===== config.mk =====
export PLATFORM = sky130hd
export DESIGN_NAME = prg_bank_mapper_unit_flat
export DESIGN_NICKNAME = d
export VERILOG_FILES = /design/src/hw/rtl/pbm_pkg.sv /design/src/hw/rtl/pbm_req_if.sv /design/src/hw/rtl/pbm_rsp_if.sv /design/src/hw/rtl/pbm_csr_if.sv /design/src/hw/rtl/pbm_ctrl.sv /design/src/hw/rtl/pbm_datapath.sv /design/src/hw/rtl/prg_bank_mapper_unit.sv /design/src/flat_wrapper.sv
export SDC_FILE = /design/constraint.sdc
export NUM_CORES = 1
export LEC_CHECK = 0
export BUFFER_PORTS_ARGS = -buffer_cell sky130_fd_sc_hd__buf_2
export CAP_MARGIN = 20
export CELL_PAD_IN_SITES_DETAIL_PLACEMENT = 0
export CELL_PAD_IN_SITES_GLOBAL_PLACEMENT = 1
export CORE_ASPECT_RATIO = 1.25
export CORE_UTILIZATION = 46
export CTS_BUF_LIST = sky130_fd_sc_hd__clkbuf_8
export CTS_CLUSTER_DIAMETER = 50
export CTS_CLUSTER_SIZE = 25
export DETAILED_ROUTE_END_ITERATION = 8
export GPL_TIMING_DRIVEN = 0
export PLACE_DENSITY = 0.9
export SLEW_MARGIN = 0
export SYNTH_ARGS = -nofsm -noshare
export SYNTH_HDL_FRONTEND = slang
export SYNTH_SLANG_ARGS = --single-unit
export TNS_END_PERCENT = 100

===== constraint.sdc =====
create_clock -name clock -period 4.3 [get_ports clock]
set_input_delay 0.215 -clock clock [delete_from_list [all_inputs] [get_ports clock]]
set_output_delay 0.215 -clock clock [all_outputs]
set_load 0.05 [all_outputs]

===== src/hw/rtl/pbm_pkg.sv =====
package pbm_pkg;

   localparam int ROM_OFFSET_BITS = 20;
   localparam int RAM_OFFSET_BITS = 16;
   localparam int OFFSET_W        = 20;

   localparam logic [OFFSET_W-1:0] ROM_MASK = OFFSET_W'((64'd1 << ROM_OFFSET_BITS) - 64'd1);
   localparam logic [OFFSET_W-1:0] RAM_MASK = OFFSET_W'((64'd1 << RAM_OFFSET_BITS) - 64'd1);

   localparam logic [15:0] ADDR_MODE     = 16'h5100;
   localparam logic [15:0] ADDR_PROT0    = 16'h5102;
   localparam logic [15:0] ADDR_PROT1    = 16'h5103;
   localparam logic [15:0] ADDR_RAM_BANK = 16'h5113;
   localparam logic [15:0] ADDR_BANK_LO  = 16'h5114;
   localparam logic [15:0] ADDR_MUL_LO   = 16'h5205;
   localparam logic [15:0] ADDR_MUL_HI   = 16'h5206;

   localparam logic [2:0] WINDOW_RAM_PAGE = 3'b011;  // $6000-$7FFF

   localparam logic [1:0] PROT_KEY0 = 2'd2;
   localparam logic [1:0] PROT_KEY1 = 2'd1;

   localparam logic [7:0] BANK_COUNT_RST = 8'd32;
   localparam logic [7:0] LAST_BANK_RST  = BANK_COUNT_RST - 8'd1;
   localparam logic [1:0] MODE_RST       = 2'd3;

   localparam int DIV_STEPS = 4;  // two quotient bits per step over an 8-bit dividend
   localparam int DIV_CNT_W = $clog2(DIV_STEPS);

   localparam logic OP_WRITE = 1'b0;
   localparam logic OP_READ  = 1'b1;

   typedef enum logic [2:0] {
      TGT_NONE = 3'd0,
      TGT_ROM  = 3'd1,
      TGT_RAMR = 3'd2,
      TGT_RAMW = 3'd3,
      TGT_REG  = 3'd4
   } pbm_target_type;

   typedef enum logic [1:0] {
      MODE_32K    = 2'd0,
      MODE_16K    = 2'd1,
      MODE_16K_8K = 2'd2,
      MODE_8K     = 2'd3
   } pbm_mode_type;

   typedef enum logic [1:0] {
      SZ_8K  = 2'd0,
      SZ_16K = 2'd1,
      SZ_32K = 2'd2
   } pbm_size_type;

   typedef enum logic [1:0] {
      ST_IDLE,
      ST_EVAL,
      ST_DIVIDE,
      ST_FINISH
   } pbm_state_type;

   typedef struct packed {
      logic load;
      logic eval;
      logic div_step;
      logic finish;
   } pbm_cmd_type;

   typedef struct packed {
      logic need_div;
   } pbm_status_type;

endpackage


===== src/hw/rtl/pbm_req_if.sv =====
interface pbm_req_if import pbm_pkg::*; ();
   logic        valid;
   logic        ready;
   logic        opcode;
   logic [15:0] address;
   logic [7:0]  wdata;

   modport source (output valid, output opcode, output address, output wdata, input ready);
   modport sink (input valid, input opcode, input address, input wdata, output ready);
endinterface


===== src/hw/rtl/pbm_rsp_if.sv =====
interface pbm_rsp_if import pbm_pkg::*; ();
   logic                valid;
   logic                ready;
   logic [2:0]          target;
   logic [OFFSET_W-1:0] offset;
   logic [7:0]          rdata;

   modport source (output valid, output target, output offset, output rdata, input ready);
   modport sink (input valid, input target, input offset, input rdata, output ready);
endinterface


===== src/hw/rtl/pbm_csr_if.sv =====
interface pbm_csr_if import pbm_pkg::*; ();
   logic       valid;
   logic       ready;
   logic [7:0] data;

   modport source (output valid, output data, input ready);
   modport sink (input valid, input data, output ready);
endinterface


===== src/hw/rtl/pbm_ctrl.sv =====
module pbm_ctrl import pbm_pkg::*; (
   input  logic           clock,
   input  logic           reset,
   input  logic           req_valid,
   output logic           req_ready,
   output logic           rsp_valid,
   input  logic           rsp_ready,
   input  pbm_status_type status,
   output pbm_cmd_type    cmd
);

   pbm_state_type        state_ff, state_in;
   logic [DIV_CNT_W-1:0] cnt_ff, cnt_in;
   logic                 rsp_valid_ff, rsp_valid_in;
   logic                 out_free;

   assign out_free  = !rsp_valid_ff || rsp_ready;
   assign rsp_valid = rsp_valid_ff;

   always_ff @(posedge clock) begin
      if (reset) begin
         state_ff     <= ST_IDLE;
         cnt_ff       <= '0;
         rsp_valid_ff <= 1'b0;
      end else begin
         state_ff     <= state_in;
         cnt_ff       <= cnt_in;
         rsp_valid_ff <= rsp_valid_in;
      end
   end

   always_comb begin
      state_in     = state_ff;
      cnt_in       = cnt_ff;
      cmd          = '0;
      req_ready    = 1'b0;
      rsp_valid_in = rsp_valid_ff && !rsp_ready;
      case (state_ff)
         ST_IDLE: begin
            req_ready = !reset;
            if (req_valid && !reset) begin
               cmd.load = 1'b1;
               state_in = ST_EVAL;
            end
         end
         ST_EVAL: begin
            cmd.eval = 1'b1;
            cnt_in   = '0;
            state_in = status.need_div ? ST_DIVIDE : ST_FINISH;
         end
         ST_DIVIDE: begin
            cmd.div_step = 1'b1;
            cnt_in       = cnt_ff + 1'b1;
            if (cnt_ff == DIV_CNT_W'(DIV_STEPS - 1)) begin
               state_in = ST_FINISH;
            end
         end
         ST_FINISH: begin
            // hold the result until the output register is free
            if (out_free) begin
               cmd.finish   = 1'b1;
               rsp_valid_in = 1'b1;
               state_in     = ST_IDLE;
            end
         end
         default: begin
            state_in = ST_IDLE;
         end
      endcase
   end

   a_accept_to_eval: assert property (@(posedge clock) disable iff (reset)
      (req_valid && req_ready) |=> (state_ff == ST_EVAL))
      else $error("accepted request did not enter evaluation");

   a_divide_length: assert property (@(posedge clock) disable iff (reset)
      (state_ff == ST_DIVIDE && cnt_ff == DIV_CNT_W'(DIV_STEPS - 1)) |=> (state_ff == ST_FINISH))
      else $error("divider did not finish after its step count");

   a_no_overwrite: assert property (@(posedge clock) disable iff (reset)
      cmd.finish |-> (!rsp_valid_ff || rsp_ready))
      else $error("result overwrote a pending response");

   a_finish_sets_valid: assert property (@(posedge clock) disable iff (reset)
      cmd.finish |=> rsp_valid_ff)
      else $error("finished result not presented");

endmodule


===== src/hw/rtl/pbm_datapath.sv =====
module pbm_datapath import pbm_pkg::*; (
   input  logic                clock,
   input  logic                reset,
   input  pbm_cmd_type         cmd,
   output pbm_status_type      status,
   input  logic                req_opcode,
   input  logic [15:0]         req_address,
   input  logic [7:0]          req_wdata,
   input  logic                csr_write,
   input  logic [7:0]          csr_data,
   output logic [2:0]          rsp_target,
   output logic [OFFSET_W-1:0] rsp_offset,
   output logic [7:0]          rsp_rdata
);

   // captured request
   logic        op_ff;
   logic [15:0] addr_ff;
   logic [7:0]  wdata_ff;

   // mapper state
   logic [7:0]   bank_count_ff;
   pbm_mode_type bank_mode_ff, pending_mode_ff;
   logic         mode_armed_ff;
   logic [3:0]   last_region_ff;
   logic [2:0]   ram_bank_ff;
   logic [7:0]   bank_regs_ff [4];
   logic [1:0]   protect_ff [2];
   logic [7:0]   mul_ff [2];

   // staged result
   pbm_target_type      res_tgt_ff, res_tgt_in;
   logic [OFFSET_W-1:0] res_off_ff, res_off_in;
   logic [7:0]          res_dat_ff, res_dat_in;
   logic                need_div_ff;
   pbm_size_type        size_ff, size_in;
   logic [14:0]         loc_ff, loc_in;

   // remainder unit
   logic [7:0] dvd_ff, dvd_in;
   logic [7:0] rem_ff, rem_in;
   logic [7:0] dsr_ff, dsr_in;
   logic [8:0] part1, part2;

   // output register
   pbm_target_type      out_tgt_ff;
   logic [OFFSET_W-1:0] out_off_ff;
   logic [7:0]          out_dat_ff;

   logic         is_write, is_read, in_ram_page, in_prg;
   logic [3:0]   region;
   logic         mode_switch;
   pbm_mode_type eff_mode;
   logic [7:0]   sel_reg;
   logic         force_rom;
   logic         need_div;
   logic [15:0]  product;
   logic [OFFSET_W-1:0] ram_win_off;
   logic [OFFSET_W-1:0] prg_ram_off;
   logic [6:0]   bank_idx;
   logic [7:0]   rom_bank;
   logic [21:0]  rom_full;

   assign is_write    = (op_ff == OP_WRITE);
   assign is_read     = (op_ff == OP_READ);
   assign in_ram_page = (addr_ff[15:13] == WINDOW_RAM_PAGE);
   assign in_prg      = addr_ff[15];
   assign region      = addr_ff[15:12];
   assign mode_switch = is_read && in_prg && mode_armed_ff && (last_region_ff != region);
   assign eff_mode    = mode_switch ? pending_mode_ff : bank_mode_ff;
   assign product     = 16'(mul_ff[0]) * 16'(mul_ff[1]);
   assign ram_win_off = ((OFFSET_W'(ram_bank_ff) << 13) + OFFSET_W'(addr_ff[12:0])) & RAM_MASK;
   assign status.need_div = need_div;

   // pick the bank register and window size for a PRG read
   always_comb begin
      sel_reg   = bank_regs_ff[3];
      size_in   = SZ_8K;
      force_rom = 1'b0;
      case (eff_mode)
         MODE_32K: begin
            size_in   = SZ_32K;
            force_rom = 1'b1;
         end
         MODE_16K: begin
            size_in   = SZ_16K;
            sel_reg   = addr_ff[14] ? bank_regs_ff[3] : bank_regs_ff[1];
            force_rom = addr_ff[14];
         end
         MODE_16K_8K: begin
            if (!addr_ff[14]) begin
               size_in = SZ_16K;
               sel_reg = bank_regs_ff[1];
            end else begin
               sel_reg   = addr_ff[13] ? bank_regs_ff[3] : bank_regs_ff[2];
               force_rom = addr_ff[13];
            end
         end
         MODE_8K: begin
            sel_reg   = bank_regs_ff[addr_ff[14:13]];
            force_rom = (addr_ff[14:13] == 2'd3);
         end
         default: begin
            force_rom = 1'b1;
         end
      endcase
      case (size_in)
         SZ_8K:   loc_in = {2'b00, addr_ff[12:0]};
         SZ_16K:  loc_in = {1'b0, addr_ff[13:0]};
         default: loc_in = addr_ff[14:0];
      endcase
   end

   assign prg_ram_off = ((OFFSET_W'(sel_reg[2:0]) << (5'd13 + 5'(size_in)))
                         + OFFSET_W'(loc_in)) & RAM_MASK;

   // decode the access into a staged result
   always_comb begin
      res_tgt_in = TGT_NONE;
      res_off_in = '0;
      res_dat_in = '0;
      need_div   = 1'b0;
      bank_idx   = '0;
      dsr_in     = bank_count_ff;
      case (size_in)
         SZ_8K:   bank_idx = sel_reg[6:0];
         SZ_16K:  bank_idx = {1'b0, sel_reg[6:1]};
         default: bank_idx = {2'b00, sel_reg[6:2]};
      endcase
      case (size_in)
         SZ_8K:   dsr_in = bank_count_ff;
         SZ_16K:  dsr_in = {1'b0, bank_count_ff[7:1]};
         default: dsr_in = {2'b00, bank_count_ff[7:2]};
      endcase
      if (is_write) begin
         if (in_ram_page && protect_ff[0] == PROT_KEY0 && protect_ff[1] == PROT_KEY1) begin
            res_tgt_in = TGT_RAMW;
            res_off_in = ram_win_off;
            res_dat_in = wdata_ff;
         end
      end else if (addr_ff == ADDR_MUL_LO || addr_ff == ADDR_MUL_HI) begin
         res_tgt_in = TGT_REG;
         res_dat_in = (addr_ff == ADDR_MUL_LO) ? product[7:0] : product[15:8];
      end else if (in_ram_page) begin
         res_tgt_in = TGT_RAMR;
         res_off_in = ram_win_off;
      end else if (in_prg) begin
         if (force_rom || sel_reg[7]) begin
            res_tgt_in = TGT_ROM;
            need_div   = 1'b1;
         end else begin
            res_tgt_in = TGT_RAMR;
            res_off_in = prg_ram_off;
         end
      end
   end

   // two restoring steps per cycle; remainder stays below a nonzero divisor
   always_comb begin
      part1 = {rem_ff, dvd_ff[7]};
      if (part1 >= {1'b0, dsr_ff}) begin
         part1 = part1 - {1'b0, dsr_ff};
      end
      part2 = {part1[7:0], dvd_ff[6]};
      if (part2 >= {1'b0, dsr_ff}) begin
         part2 = part2 - {1'b0, dsr_ff};
      end
      rem_in = part2[7:0];
      dvd_in = {dvd_ff[5:0], 2'b00};
   end

   assign rom_bank = (dsr_ff == 8'd0) ? 8'd0 : rem_ff;
   assign rom_full = (22'(rom_bank) << (5'd13 + 5'(size_ff))) + 22'(loc_ff);

   always_ff @(posedge clock) begin
      if (cmd.load) begin
         op_ff    <= req_opcode;
         addr_ff  <= req_address;
         wdata_ff <= req_wdata;
      end
      if (cmd.eval) begin
         res_tgt_ff  <= res_tgt_in;
         res_off_ff  <= res_off_in;
         res_dat_ff  <= res_dat_in;
         need_div_ff <= need_div;
         size_ff     <= size_in;
         loc_ff      <= loc_in;
         dvd_ff      <= {1'b0, bank_idx};
         dsr_ff      <= dsr_in;
         rem_ff      <= '0;
      end else if (cmd.div_step) begin
         dvd_ff <= dvd_in;
         rem_ff <= rem_in;
      end
      if (cmd.finish) begin
         out_tgt_ff <= res_tgt_ff;
         out_dat_ff <= res_dat_ff;
         out_off_ff <= need_div_ff ? (rom_full[OFFSET_W-1:0] & ROM_MASK) : res_off_ff;
      end
   end

   always_ff @(posedge clock) begin
      if (reset) begin
         bank_count_ff   <= BANK_COUNT_RST;
         bank_mode_ff    <= pbm_mode_type'(MODE_RST);
         pending_mode_ff <= pbm_mode_type'(MODE_RST);
         mode_armed_ff   <= 1'b0;
         last_region_ff  <= '0;
         ram_bank_ff     <= '0;
         bank_regs_ff[0] <= '0;
         bank_regs_ff[1] <= '0;
         bank_regs_ff[2] <= '0;
         bank_regs_ff[3] <= LAST_BANK_RST;
         protect_ff[0]   <= '0;
         protect_ff[1]   <= '0;
         mul_ff[0]       <= '0;
         mul_ff[1]       <= '0;
      end else begin
         if (csr_write) begin
            bank_count_ff <= csr_data;
         end
         if (cmd.eval && is_write) begin
            if (addr_ff == ADDR_MODE) begin
               pending_mode_ff <= pbm_mode_type'(wdata_ff[1:0]);
            end else if (addr_ff == ADDR_PROT0 || addr_ff == ADDR_PROT1) begin
               protect_ff[addr_ff[0]] <= wdata_ff[1:0];
            end else if (addr_ff == ADDR_RAM_BANK) begin
               ram_bank_ff <= wdata_ff[2:0];
            end else if (addr_ff[15:2] == ADDR_BANK_LO[15:2]) begin
               bank_regs_ff[addr_ff[1:0]] <= wdata_ff;
               mode_armed_ff              <= 1'b1;
            end else if (addr_ff == ADDR_MUL_LO || addr_ff == ADDR_MUL_HI) begin
               mul_ff[~addr_ff[0]] <= wdata_ff;
            end
         end
         if (cmd.eval && is_read && in_prg) begin
            last_region_ff <= region;
            if (mode_switch) begin
               bank_mode_ff  <= pending_mode_ff;
               mode_armed_ff <= 1'b0;
            end
         end
      end
   end

   assign rsp_target = out_tgt_ff;
   assign rsp_offset = out_off_ff;
   assign rsp_rdata  = out_dat_ff;

   a_switch_disarms: assert property (@(posedge clock) disable iff (reset)
      (cmd.eval && mode_switch) |=> (!mode_armed_ff && bank_mode_ff == $past(pending_mode_ff)))
      else $error("mode switch did not take the pending mode");

   a_prg_read_region: assert property (@(posedge clock) disable iff (reset)
      (cmd.eval && is_read && in_prg) |=> (last_region_ff == $past(region)))
      else $error("PRG read did not record its region");

   a_rom_needs_div: assert property (@(posedge clock) disable iff (reset)
      cmd.eval |-> (need_div == (res_tgt_in == TGT_ROM)))
      else $error("ROM mapping without bank reduction");

endmodule


===== src/hw/rtl/prg_bank_mapper_unit.sv =====
// PRG bank mapper: one CPU bus access per request on req_port (opcode, address, wdata),
// one response per request on rsp_port (target, offset, rdata), both valid/ready.
// csr_port writes the 8K ROM bank count; it is ready whenever reset is low. The user
// must write it only while no request is in flight; the block does not enforce this.
// Register writes at $5100-$5206 update the mapper state and answer with target none.
// Reads of $8000-$FFFF map through the bank registers to a ROM or RAM offset.
// An accepted request is evaluated and then finished into the output register;
// ROM-mapped reads also pass through the bank remainder unit between the two,
// which retires two quotient bits a cycle against the bank count.
// One request is processed at a time.
// A new request is accepted while a finished response still waits in the output
// register; when the receiver stalls, the following result is held internally and
// no further request is taken until the response moves.
// Synchronous reset restores the bank count to 32, mode 3, and the last bank
// register to bank 31; no channel accepts during reset and no response is pending.
module prg_bank_mapper_unit import pbm_pkg::*; (
   input logic       clock,
   input logic       reset,
   pbm_req_if.sink   req_port,
   pbm_rsp_if.source rsp_port,
   pbm_csr_if.sink   csr_port
);

   pbm_cmd_type    cmd;
   pbm_status_type status;
   logic           csr_write;

   assign csr_port.ready = !reset;
   assign csr_write      = csr_port.valid && csr_port.ready;

   pbm_ctrl u_ctrl (
      .clock     (clock),
      .reset     (reset),
      .req_valid (req_port.valid),
      .req_ready (req_port.ready),
      .rsp_valid (rsp_port.valid),
      .rsp_ready (rsp_port.ready),
      .status    (status),
      .cmd       (cmd)
   );

   pbm_datapath u_datapath (
      .clock       (clock),
      .reset       (reset),
      .cmd         (cmd),
      .status      (status),
      .req_opcode  (req_port.opcode),
      .req_address (req_port.address),
      .req_wdata   (req_port.wdata),
      .csr_write   (csr_write),
      .csr_data    (csr_port.data),
      .rsp_target  (rsp_port.target),
      .rsp_offset  (rsp_port.offset),
      .rsp_rdata   (rsp_port.rdata)
   );

endmodule

===== src/flat_wrapper.sv =====
// flat-port wrapper written by rule: the top's interface ports become plain ports
module prg_bank_mapper_unit_flat import pbm_pkg::*;
  (clock, reset, req_port_valid, req_port_opcode, req_port_address, req_port_wdata, req_port_ready, rsp_port_valid, rsp_port_target, rsp_port_offset, rsp_port_rdata, rsp_port_ready, csr_port_valid, csr_port_data, csr_port_ready);
  pbm_req_if req_port_i ();
  pbm_rsp_if rsp_port_i ();
  pbm_csr_if csr_port_i ();
  input logic clock;
  input logic reset;
  input wire logic [$bits(req_port_i.valid)-1:0] req_port_valid;
  input wire logic [$bits(req_port_i.opcode)-1:0] req_port_opcode;
  input wire logic [$bits(req_port_i.address)-1:0] req_port_address;
  input wire logic [$bits(req_port_i.wdata)-1:0] req_port_wdata;
  output wire logic [$bits(req_port_i.ready)-1:0] req_port_ready;
  output wire logic [$bits(rsp_port_i.valid)-1:0] rsp_port_valid;
  output wire logic [$bits(rsp_port_i.target)-1:0] rsp_port_target;
  output wire logic [$bits(rsp_port_i.offset)-1:0] rsp_port_offset;
  output wire logic [$bits(rsp_port_i.rdata)-1:0] rsp_port_rdata;
  input wire logic [$bits(rsp_port_i.ready)-1:0] rsp_port_ready;
  input wire logic [$bits(csr_port_i.valid)-1:0] csr_port_valid;
  input wire logic [$bits(csr_port_i.data)-1:0] csr_port_data;
  output wire logic [$bits(csr_port_i.ready)-1:0] csr_port_ready;
  assign req_port_i.valid = req_port_valid;
  assign req_port_i.opcode = req_port_opcode;
  assign req_port_i.address = req_port_address;
  assign req_port_i.wdata = req_port_wdata;
  assign req_port_ready = req_port_i.ready;
  assign rsp_port_valid = rsp_port_i.valid;
  assign rsp_port_target = rsp_port_i.target;
  assign rsp_port_offset = rsp_port_i.offset;
  assign rsp_port_rdata = rsp_port_i.rdata;
  assign rsp_port_i.ready = rsp_port_ready;
  assign csr_port_i.valid = csr_port_valid;
  assign csr_port_i.data = csr_port_data;
  assign csr_port_ready = csr_port_i.ready;
  prg_bank_mapper_unit u_core (.clock(clock), .reset(reset), .req_port(req_port_i), .rsp_port(rsp_port_i), .csr_port(csr_port_i));
endmodule

# Word-level counts from Yosys, hierarchy flattened
# Memories as Yosys holds them, arrays and structs flattened. A register that Yosys moved wholly into a read port is not among the register bits.
# Index checks and enable logic that the tools add are counted.
[word_totals] ff_bits=154 ramBits=52 in_bits=38 output_inout_bits=34 word_cells=191 mem_count=3
[memory_table] name="u_core.u_datapath.bank_regs_ff" words=4 word_bits=8 read_ports=4 rd_ports_with_merged_regs=1 write_ports=4 line_no="pbm_datapath.sv:27" source="logic [7:0] bank_regs_ff [4];"
[memory_table] name="u_core.u_datapath.mul_ff" words=2 word_bits=8 read_ports=2 rd_ports_with_merged_regs=0 write_ports=2 line_no="pbm_datapath.sv:29" source="logic [7:0] mul_ff [2];"
[memory_table] name="u_core.u_datapath.protect_ff" words=2 word_bits=2 read_ports=2 rd_ports_with_merged_regs=0 write_ports=2 line_no="pbm_datapath.sv:28" source="logic [1:0] protect_ff [2];"
[classes] n_addsub=8 mul=1 magnitude_cmp=2 eq_ne=23 shifts=2 n_mux=93 bitwise=4 n_reduce_logical=30
[ops] cell="16-bit by 15-bit equality test with 1-bit output (second input constant)" count=6
[ops] cell="8-bit 2-to-1 mux" count=12
[ops] cell="16-bit 2-to-1 mux" count=5
[ops] cell="1-bit 2-to-1 mux" count=51
[ops] cell="20-bit 2-to-1 mux" count=2
[ops] cell="15-bit one-hot mux with 2 select lines" count=1
[ops] cell="8-bit one-hot mux with 3 select lines" count=1
[ops] cell="2-bit 2-to-1 mux" count=11
[ops] cell="20-bit by 15-bit adder with 20-bit output" count=1
[ops] cell="8-bit by 5-bit << shifter with 20-bit output" count=1
[ops] cell="9-bit by 8-bit greater-or-equal comparator with 1-bit output" count=2
[ops] cell="16-bit by 13-bit adder with 16-bit output" count=1
[ops] cell="16-bit by 15-bit adder with 16-bit output" count=1
[ops] cell="8-bit by 8-bit multiplier with 16-bit output" count=1
[ops] cell="8-bit one-hot mux with 2 select lines" count=1
[ops] cell="8-bit OR reduction" count=2
[ops] cell="3-bit by 5-bit << shifter with 16-bit output" count=1
[ops] cell="8-bit subtractor" count=2
[ops] cell="14-bit by 13-bit equality test with 1-bit output (second input constant)" count=1
[ops] cell="2-bit equality test (second input constant)" count=7
[ops] cell="7-bit 2-to-1 mux" count=2
[ops] cell="7-bit one-hot mux with 2 select lines" count=1
[ops] cell="1-bit logical AND" count=11
[ops] cell="4-bit by 2-bit adder with 5-bit output (first input constant)" count=2
[ops] cell="other kinds (20)" count=37

# Logic depth before layout (Yosys ltp)
# Gate-level depths: netlist of the first run.
[logic_depth] depth_word=14 depth_mapped=19 ltp_nobuf=18

# By module
# From an unflattened synthesis of the first run, not the netlist that was laid out.
[hier_totals] hier_cells=1251 hier_area_um2=13341.5
[modules_own_cells] module="pbm_datapath" n_inst=1 cells_per_inst=1213 area_per_inst_um2=12973.7 seq_area_each_um2=5665.4
[modules_own_cells] module="pbm_ctrl" n_inst=1 cells_per_inst=36 area_per_inst_um2=357.8 seq_area_each_um2=100.1
[modules_own_cells] module="prg_bank_mapper_unit" n_inst=1 cells_per_inst=2 area_per_inst_um2=10.0 seq_area_each_um2=0.0

# Least setup slack after synthesis of the first run
# OpenSTA, ideal clock, no wires.
[synth_path] kind="reg2reg" from="memory u_core.u_datapath.mul_ff[1][7]" to="register u_core.u_datapath.res_dat_ff[7] (data pin)" setup_ns=0.264 arrival_time_ns=3.921 required_ns=4.036 slack_ns=0.115 path_stages_with_launch=16 n_path_buf=1 synth_period_minus_slack_ns=4.185 cell_sequence="edfxtp_1 -> clkbuf_1 -> nand2_1 -> fa_1 -> fa_1 -> inv_1 -> fa_1 -> fa_1 -> ha_1 -> inv_1 -> o21a_1 -> o21ai_0 -> nand4_1 -> a31oi_1 -> xnor2_1 -> o21ai_0"
[synth_lines] element="start, declared" line_no="pbm_datapath.sv:29"
[synth_lines] element="end signal, assigned" line_no="pbm_datapath.sv:184" source="res_dat_ff <= res_dat_in;"
[synth_lines] element="end, declared" line_no="pbm_datapath.sv:34" source="logic [7:0] res_dat_ff, res_dat_in;"

==> results of run 1 <==
where the power goes:
part	switching [mW]	internal (mW)
clock network	0.965	0.651
registers	0.232	2.63
logic	2.43	1.80
total	3.63	5.08
sequential cells by signal, summed over array words and instances, names as in the netlist, 4 cells and up, named ones only:
register,cells
u_core.u_datapath.bank_regs_ff,32
u_core.u_datapath.last_region_ff,4
u_core.u_datapath.rsp_offset,20
u_core.u_datapath.res_off_ff,16
u_core.u_datapath.addr_ff,16
u_core.u_datapath.mul_ff,16
u_core.u_datapath.dvd_ff,8
u_core.u_datapath.wdata_ff,8
u_core.u_datapath.rem_ff,8
u_core.u_datapath.res_dat_ff,8
u_core.u_datapath.bank_count_ff,8
u_core.u_datapath.rsp_rdata,8
u_core.u_datapath.dsr_ff,8
u_core.u_datapath.protect_ff,4
u_core.u_datapath.loc_ff,15
cell usage after synthesis, types with 13 or more instances:
library cell | n | area (um^2)
fa_1 | 40 | 801
nor2_1 | 97 | 364
nor3_1 | 30 | 150
inv_1 | 90 | 338
nor2b_1 | 15 | 93.8
o211ai_1 | 16 | 120
nand3_1 | 19 | 95.1
and2_1 | 69 | 432
xor2_1 | 17 | 149
xnor2_1 | 27 | 236
mux2i_1 | 44 | 440
nand2_1 | 123 | 462
mux2_2 | 16 | 180
or2_2 | 20 | 125
clkbuf_1 | 40 | 150
a21o_1 | 13 | 97.6
a22oi_1 | 13 | 97.6
ha_1 | 89 | 1110
dfxtp_1 | 36 | 721
a21oi_1 | 55 | 275
o21ai_0 | 65 | 325
edfxtp_1 | 168 | 5040
area by class of cell:
type	instances	share of cell area [%]
Clock buffer	23	1.96
Buffer	46	1.17
Clock inverter	17	1.87
Sequential cell	204	35.7
Multi-Input combinational cell	973	46.9
Tap cell	390	3.02
Inverter	92	2.15
Timing Repair Buffer	162	7.24
layer usage:
metal,track usage (%),share of wire (%)
met1,24.1,39
met2,40.7,54
met3,2.66,4.0
met4,7.96,3.0
met5,0,0
path summary, 6_finish.rpt:
path | cells after the start | from | slack (ns) | to
setup / recovery | 15 | u_core.u_datapath.mul_ff[0][2] | 0.01 | u_core.u_datapath.res_dat_ff[7]
hold reg to reg | 0 | u_core.u_datapath.res_dat_ff[3] | 0.40 | u_core.u_datapath.rsp_rdata[3]
hold / removal | 3 | req_port_valid | 0.06 | register
setup reg to reg | 15 | u_core.u_datapath.mul_ff[0][2] | 0.01 | u_core.u_datapath.res_dat_ff[7]
cell usage in the layout, fill, tap and decap left out, drive strengths merged, types with 26 or more instances in the layout:
cell type,synthesis,layout
nor3,30,30
nor2,99,99
fa,40,40
edfxtp,168,168
nand2,123,123
o21ai,67,67
dfxtp,36,36
mux2i,44,44
xnor2,29,29
ha,89,89
buf,8,136
conb,2,26
and2,69,69
inv,91,101
dlygate4sd3,0,34
a21oi,55,55
clkbuf,40,61
what timing repair did:
item | CTS | global route
resized for setup | 36 | 67
setup endpoints to repair | 17 | 17
setup buffers | 21 | 31
pin swaps | 20 | 48
hold buffers | 34 | 0
endpoints found under the hold margin | 36 | 0
worst max-delay path, cell delays in order, from the launching register on:
cell and delay [ns]:
edfxtp_1 0.49, buf_4 0.19, nand2_2 0.05, fa_1 0.43
fa_1 0.52, inv_1 0.05, fa_1 0.46, fa_1 0.53
ha_4 0.30, inv_2 0.05, o21a_1 0.19, o21ai_2 0.15
nand4_1 0.14, a31oi_1 0.20, xnor2_1 0.18, o21ai_1 0.12
cell families (layout without fill, tap and decap cells):
group / after synthesis / in the layout / share of synthesized area (%)
buffers and inverters: 140 / 340 / 3.96
multiplexers: 71 / 71 / 6.41
XOR/XNOR: 46 / 46 / 3.11
AO/OA/AOI/OAI: 264 / 264 / 13.1
adder cells (fa/ha/maj): 129 / 129 / 14.3
other: 2 / 26 / 0.0560
flip-flops: 204 / 204 / 43.0
AND/OR/NAND/NOR: 437 / 437 / 16.1
through the flow:
step                util (%)  TNS, ns  instance area (um^2)  hold WS (ns)
finish                  56.6        0                 16200        0.0643
global route            56.6   -0.295                 16200        0.0382
CTS                     54.9        0                 15700        0.0431
detailed placement      50.4    -8.38                 14400         0.393
floorplan                  -        0                 13500         0.314
global placement        50.2   -27.46                 14300         0.393
==> impl_metrics.json, run 1 <==
{
  "grt_pass1_vias": 10200,
  "finClkSkew_ns": 0.0295,
  "drt_first_iter_violations": 548,
  "area_growth_pct": 20.5,
  "timing.slew.headroom_pct": 23.3,
  "maxCapViolCount": 0,
  "drc_errors": 0,
  "period_share_pct": 99.7,
  "rsz0062_at_grt": "true",
  "synth-edff-count": 168,
  "regArea_mm2": 0.00577,
  "ant_nets": 0,
  "die-height_um": 193,
  "avgSynthCellArea_um2": 10.4,
  "maxSlewViolCount": 0,
  "io_pins": 72,
  "syn_area_mm2": 0.0134,
  "post_drt_via_cell_ratio": 5.41,
  "worst_slew_pin_slew_ns": 1.14,
  "fin_crit_ns": 4.29,
  "multi_input_area_mm2": 0.00759,
  "critPathKind": "register to register",
  "synthCells": 1293,
  "cp.required_ns": 4.62,
  "setup_ws_ns": 0.0150,
  "hold_class": "input pin to register",
  "fin_cells": 1907,
  "vias": 10300,
  "status": "completed",
  "antenna_found_initial": 0,
  "dp_hpwl_mm": 23.6,
  "fmax_ghz": 0.233,
  "place.gp.congestion": 0.895,
  "wire_per_inst_um": 16.7,
  "cts_tree": "built",
  "clk_pin_slew_ns": 0.13,
  "cp-end-kind": "register",
  "ys_async_sr_fraction_pct": 0,
  "wl_mm": 31.8,
  "start_util_pct": 47.0,
  "grt_pass1_wl_mm": 50.5,
  "nets": 1668,
  "setup_viol": 0,
  "critPathArrivalTime_ns": 4.61,
  "synth.distinct_cells": 74,
  "cts_buffers": 22,
  "finalPower_mw": 8.71,
  "std_cell_rows": 69,
  "grt_overflow_total": 0,
  "cts_sinks": 204,
  "hold_viol": 0,
  "fill_cells": 2384,
  "die_w_um": 155,
  "cts_max_path_buffers": 3,
  "grt_max_degree": 44,
  "io_buffers": 69,
  "drive_gt1_share_pct": 19.8,
  "diodes": 0,
  "synth_seq_area_share_pct": 43.0,
  "path_max_fanout": 4,
  "dpl_worst_slack_ns": -0.855,
  "synth_warnings": 0,
  "synth-main-ff-cell": "edfxtp_1",
  "die-area_mm2": 0.0299,
  "cp-start-kind": "register",
  "cts.htree.levels": 1,
  "insertion_delay_ns": 0.56,
  "grtUsageTotal_pct": 21.3,
  "core_area_mm2": 0.0286,
  "firstDrtPassIters": 5,
  "yosys_register_bits": 204,
  "leakagePower_nw": 6.63,
  "clock-root-buffer": "clkbuf_8",
  "ir_worst_vdd_mv": 0.268,
  "dpl.cell_count": 1779,
  "power_density_mw_per_mm2": 539
}
No activity file was read; power rests on OpenSTA's default activity.
==> run 2, diff against run 1 <==
--- a/config.mk
+++ b/config.mk
@@ -10,13 +10,13 @@
 export CELL_PAD_IN_SITES_DETAIL_PLACEMENT = 0
 export CELL_PAD_IN_SITES_GLOBAL_PLACEMENT = 1
 export CORE_ASPECT_RATIO = 1.25
-export CORE_UTILIZATION = 46
+export CORE_UTILIZATION = 29
 export CTS_BUF_LIST = sky130_fd_sc_hd__clkbuf_8
 export CTS_CLUSTER_DIAMETER = 50
 export CTS_CLUSTER_SIZE = 25
 export DETAILED_ROUTE_END_ITERATION = 8
 export GPL_TIMING_DRIVEN = 0
-export PLACE_DENSITY = 0.9
+export PLACE_DENSITY = 0.65
 export SLEW_MARGIN = 0
 export SYNTH_ARGS = -nofsm -noshare
 export SYNTH_HDL_FRONTEND = slang
==> impl_metrics.json, run 2 (synthesis results as in run 1) <==
{
  "firstDrtPassIters": 4,
  "area_growth_pct": 21.5,
  "final_common_cell": "edfxtp_1",
  "cts_max_path_buffers": 3,
  "cts.htree.levels": 1,
  "drc_errors": 0,
  "cp-start-kind": "register",
  "grtUsageTotal_pct": 14.5,
  "worst_slew_pin_slew_ns": 1.01,
  "io_buffers": 69,
  "ant_nets": 0,
  "std_cell_rows": 87,
  "grt_pass1_wl_mm": 54.9,
  "die-height_um": 243,
  "cts_buffers": 22,
  "maxCapViolCount": 0,
  "status": "complete, but fails checks",
  "grt_pass1_vias": 10300,
  "largest_reg_flops": 32,
  "grt_overflow_total": 0,
  "die_w_um": 194,
  "fill_cells": 4526,
  "fin_crit_ns": 4.32,
  "post_drt_via_cell_ratio": 4.88,
  "hold_class": "input pin to register",
  "drive_gt1_share_pct": 18.8,
  "hold_viol": 0,
  "critPathKind": "register to register",
  "finClkSkew_ns": 0.0306,
  "cts_tree": "built",
  "ir_worst_vdd_mv": 0.260,
  "period_share_pct": 100,
  "critPathArrivalTime_ns": 4.65,
  "regArea_mm2": 0.00577,
  "maxSlewViolCount": 0,
  "die-area_mm2": 0.0471,
  "place.gp.congestion": 0.836,
  "clk_pin_slew_ns": 0.10,
  "start_util_pct": 29.6,
  "grt_max_degree": 42,
  "wl_mm": 34.6,
  "violations": "setup timing",
  "path_max_fanout": 5,
  "core_area_mm2": 0.0454,
  "power_density_mw_per_mm2": 534,
  "setup_viol": 1,
  "regMostFlops": "u_core.u_datapath.bank_regs_ff",
  "wire_per_inst_um": 16.6,
  "cp-end-kind": "register",
  "timing.slew.headroom_pct": 31.8,
  "io_pins": 72,
  "nets": 1658,
  "rsz0062_at_grt": "true",
  "drt_first_iter_violations": 442,
  "dpl_worst_slack_ns": -0.947,
  "cts_sinks": 204,
  "mostFrequentLayoutCells": "168 x edfxtp_1, 117 x nand2_1, 96 x nor2_1",
  "dp_hpwl_mm": 26.7,
  "cp.required_ns": 4.63,
  "vias": 10200,
  "clock-root-buffer": "clkbuf_8",
  "setup_ws_ns": -0.0177,
  "final_util_pct": 35.9,
  "leakagePower_nw": 6.60,
  "multi_input_area_mm2": 0.00761,
  "fmax_ghz": 0.232,
  "insertion_delay_ns": 0.57,
  "antenna_found_initial": 1
}
## run 2: final timing paths
check / cells after the start / endpoint / startpoint / slack [ns]
setup reg to reg: 14 / u_core.u_datapath.res_dat_ff[6] / u_core.u_datapath.mul_ff[1][2] / -0.02
hold reg to reg: 0 / u_core.u_datapath.rsp_rdata[7] / u_core.u_datapath.res_dat_ff[7] / 0.43
setup / recovery: 14 / u_core.u_datapath.res_dat_ff[6] / u_core.u_datapath.mul_ff[1][2] / -0.02
hold / removal: 4 / u_core.u_ctrl.state_ff[0] / req_port_valid / 0.11
## run 2: what timing repair did
action	in CTS	in global routing
gates cloned	0	0
hold buffers	34	0
hold endpoints to repair	36	0
buffers inserted	30	11
setup endpoints to repair	18	17
pin swaps	27	39
gates resized for setup	48	48
## run 2: report_power, final
group	total, mW	leakage [nW]	switching [mW]	internal [mW]
clock network	1.58	0.284	0.841	0.735
registers	2.87	1.90	0.240	2.63
logic	4.25	4.41	2.47	1.78
total	8.70	6.60	3.55	5.15
## run 2: critical path: stages (launching register included)
cell and delay [ns]:
edfxtp_1 0.49, buf_6 0.15, nand2_4 0.04, fa_1 0.50, inv_2 0.04, fa_1 0.55
fa_1 0.44, fa_1 0.59, ha_4 0.23, a21oi_4 0.16, o31ai_4 0.10, a41o_1 0.20
o211ai_1 0.21, xor2_1 0.25, o21ai_1 0.11
## run 2: layout make-up
| class | count | share of cell area (%) |
|---|---|---|
| Multi-Input combinational cell | 973 | 46.7 |
| Sequential cell | 204 | 35.4 |
| Timing Repair Buffer | 152 | 6.81 |
| Tap cell | 578 | 4.44 |
| Inverter | 92 | 2.13 |
| Clock buffer | 22 | 1.86 |
| Clock inverter | 18 | 1.59 |
| Buffer | 46 | 1.13 |
| Antenna cell | 1 | 0.0153 |
## run 2: stage by stage
step           cells  hold WS [ns]  area [um^2]  total power, mW  setup TNS [ns]
2_1_floorplan   1317         0.314        13500             5.78               0
3_3_place_gp    1964         0.393        14600             6.75          -34.23
3_5_place_dp    1969         0.394        14700             6.81           -9.53
4_1_cts         2071        0.0762        16000             8.64         -0.0365
5_1_grt         2086         0.113        16300             9.30          -0.416
6_report        2086         0.108        16300             8.70         -0.0177
## run 2: metal layers
| layer | global-route usage, % | vias to the layer above | share of wire [%] |
|---|---|---|---|
| li1 | - | 5052 | - |
| met1 | 16.1 | 4934 | 41 |
| met2 | 28.8 | 140 | 55 |
| met3 | 1.43 | 46 | 2.6 |
| met4 | 4.27 | 0 | 2.3 |
| met5 | 0 | - | 0 |
==> run 3, diff against run 2 <==
--- a/config.mk
+++ b/config.mk
@@ -10,6 +10,7 @@
 export CELL_PAD_IN_SITES_DETAIL_PLACEMENT = 0
 export CELL_PAD_IN_SITES_GLOBAL_PLACEMENT = 1
 export CORE_ASPECT_RATIO = 1.25
+export CORE_MARGIN = 2
 export CORE_UTILIZATION = 29
 export CTS_BUF_LIST = sky130_fd_sc_hd__clkbuf_8
 export CTS_CLUSTER_DIAMETER = 50
==> impl_metrics.json, run 3 (synthesis results as in run 1) <==
{
  "status": "completed",
  "path_max_fanout": 7,
  "reg2reg_slack_ns": 0.02,
  "cp.required_ns": 4.63,
  "nets": 1652,
  "finClkSkew_ns": 0.0345,
  "seqPwrFrac_pct": 33.8,
  "hold_class": "input pin to register",
  "worst_slew_pin_slew_ns": 1.02,
  "std_cell_rows": 88,
  "power_density_mw_per_mm2": 527,
  "cts_sinks": 204,
  "grtUsageTotal_pct": 14.4,
  "slowest_stage": "fa_1",
  "ir_worst_vdd_mv": 0.219,
  "p_sw_mw": 3.45,
  "place.gp.congestion": 0.836,
  "grt_max_degree": 42,
  "maxUsedRoutingLayer": "met4",
  "startpoint": "u_core.u_datapath.mul_ff[0][1]",
  "critPathKind": "register to register",
  "antenna_found_initial": 1,
  "leakagePower_nw": 6.53,
  "fin_crit_ns": 4.28,
  "wl_met1_mm": 13.7,
  "insertion_delay_ns": 0.58,
  "p_clk_share_pct": 17.8,
  "finalPower_mw": 8.51,
  "die_w_um": 196,
  "grt_pass1_vias": 10400,
  "drc_errors": 0,
  "cts_tree": "built",
  "vias": 10100,
  "dp_hpwl_mm": 26.7,
  "maxCapViolCount": 0,
  "wl_mm": 34.5,
  "grt_overflow_total": 0,
  "maxSlewViolCount": 0,
  "cp-start-kind": "register",
  "cpPeakStageDelay_ns": 0.55,
  "setup_viol": 0,
  "reg2reg_depth": 14,
  "rsz0062_at_grt": "true",
  "drt_first_iter_violations": 382,
  "p_comb_share_pct": 48.4,
  "cts.htree.levels": 1,
  "wire_per_inst_um": 16.6,
  "firstDrtPassIters": 5,
  "post_drt_via_cell_ratio": 4.83,
  "area_growth_pct": 20.3,
  "hold_viol": 0,
  "place_area_mm2": 0.0147,
  "die-height_um": 245,
  "drive_gt1_share_pct": 17.3,
  "switching_share_pct": 40.5,
  "period_share_pct": 99.5,
  "met2_wirelength_mm": 19.2,
  "ant_nets": 0,
  "regMostFlops": "u_core.u_datapath.bank_regs_ff",
  "cts_max_path_buffers": 3,
  "final_common_cell": "edfxtp_1",
  "cts_buffers": 22,
  "path_common_cell": "fa_1",
  "clock-root-buffer": "clkbuf_8",
  "clk_pin_slew_ns": 0.10,
  "r2r_start": "u_core.u_datapath.mul_ff[0][1]",
  "largest_reg_flops": 32,
  "start_util_pct": 29.2,
  "mostFrequentLayoutCells": "168 x edfxtp_1, 121 x nand2_1, 96 x nor2_1",
  "io_buffers": 69,
  "cp-end-kind": "register",
  "stdcell_area_mm2": 0.0161,
  "route.met3.wl_um": 853,
  "crit_chain": "nand2_2 -> fa_1 -> inv_1 -> fa_1 -> fa_1 -> fa_1 -> ha_4 -> buf_6 -> a21oi_4 -> o31ai_4 -> a41o_1 -> o211ai_1 -> xor2_1 -> o21ai_1",
  "r2r_end": "u_core.u_datapath.res_dat_ff[6]",
  "critPathArrivalTime_ns": 4.61,
  "grt_pass1_wl_mm": 54.8,
  "timing.slew.headroom_pct": 31.3,
  "core_area_mm2": 0.0459,
  "die-area_mm2": 0.0480,
  "endpoint": "u_core.u_datapath.res_dat_ff[6]",
  "io_pins": 72,
  "fmax_ghz": 0.234,
  "p_int_mw": 5.06
}
==> run 3: cell types whose count changed in the layout (fill, tap and decap cells not counted), sizes merged <==
| cell | change |
|---|---|
| buf | -6 |
| clkinv | +1 |
| bufinv | -1 |
==> run 3: timing repair <==
action | CTS | global route
resized for setup | 40 | 30
hold endpoints to repair | 36 | 0
pin swaps | 28 | 16
setup endpoints to repair | 18 | 17
setup buffers | 26 | 10
hold buffers | 34 | 0
==> run 3: area by class of cell <==
cell class	count	area, um^2
clock buffers	22	303
diodes	1	2.50
fillers	4629	29800
inverters	92	345
plain buffers	46	186
flip-flops and latches	204	5770
clock inverters	18	241
multi-input cells	973	7520
well taps	585	732
repair buffers	146	1030
==> run 3: how the worst min path moves through the flow <==
| stage | from | end | cells past startpoint |
|---|---|---|---|
| after global routing | req_port_valid | u_core.u_ctrl.state_ff[0] | 4 |
| after CTS | req_port_valid | u_core.u_ctrl.state_ff[0] | 4 |
| after global placement | req_port_address[2] | u_core.u_datapath.addr_ff[2] | 1 |
| final | req_port_valid | register | 3 |
| after floorplan | req_port_address[0] | u_core.u_datapath.addr_ff[0] | 0 |
| after detailed placement | req_port_wdata[3] | u_core.u_datapath.wdata_ff[3] | 1 |
==> run 3: per-layer routing <==
layer	vias up	GRT usage [%]
met3	53	1.34
met5	-	0
met2	153	28.8
li1	5028	-
met1	4848	15.7
met4	0	4.03
==> run 3: power by group through the flow <==
stage / clock network [mW] / registers, mW / logic [mW]
4_1_cts: 1.58 / 2.89 / 4.00
5_1_grt: 1.64 / 2.92 / 4.58
6_report: 1.52 / 2.87 / 4.12
2_1_floorplan: 0 / 2.93 / 2.85
3_3_place_gp: 0 / 2.94 / 3.73
3_5_place_dp: 0 / 2.93 / 3.80
==> run 3: per-stage QoR <==
step / instances / util, % / hold slack, ns / setup WS, ns / setup TNS (ns)
2_1_floorplan: 1317 / - / 0.314 / 0.115 / 0
6_report: 2087 / 35.1 / 0.0920 / 0.0231 / 0
4_1_cts: 2073 / 34.7 / 0.0688 / 0.00575 / 0
3_5_place_dp: 1975 / 31.9 / 0.393 / -0.891 / -8.77
5_1_grt: 2087 / 35.1 / 0.107 / -0.129 / -0.429
3_3_place_gp: 1971 / 31.8 / 0.394 / -0.911 / -34.59
==> run 3: worst max-delay path: cells and delay by family (launching register included) <==
family          cells  cell delay, ns
compound gates      5            0.73
xor+xnor            1            0.24
fa+ha+maj           5            2.23
buf+inv             2            0.18
flops               1            0.54
simple gates        1            0.11
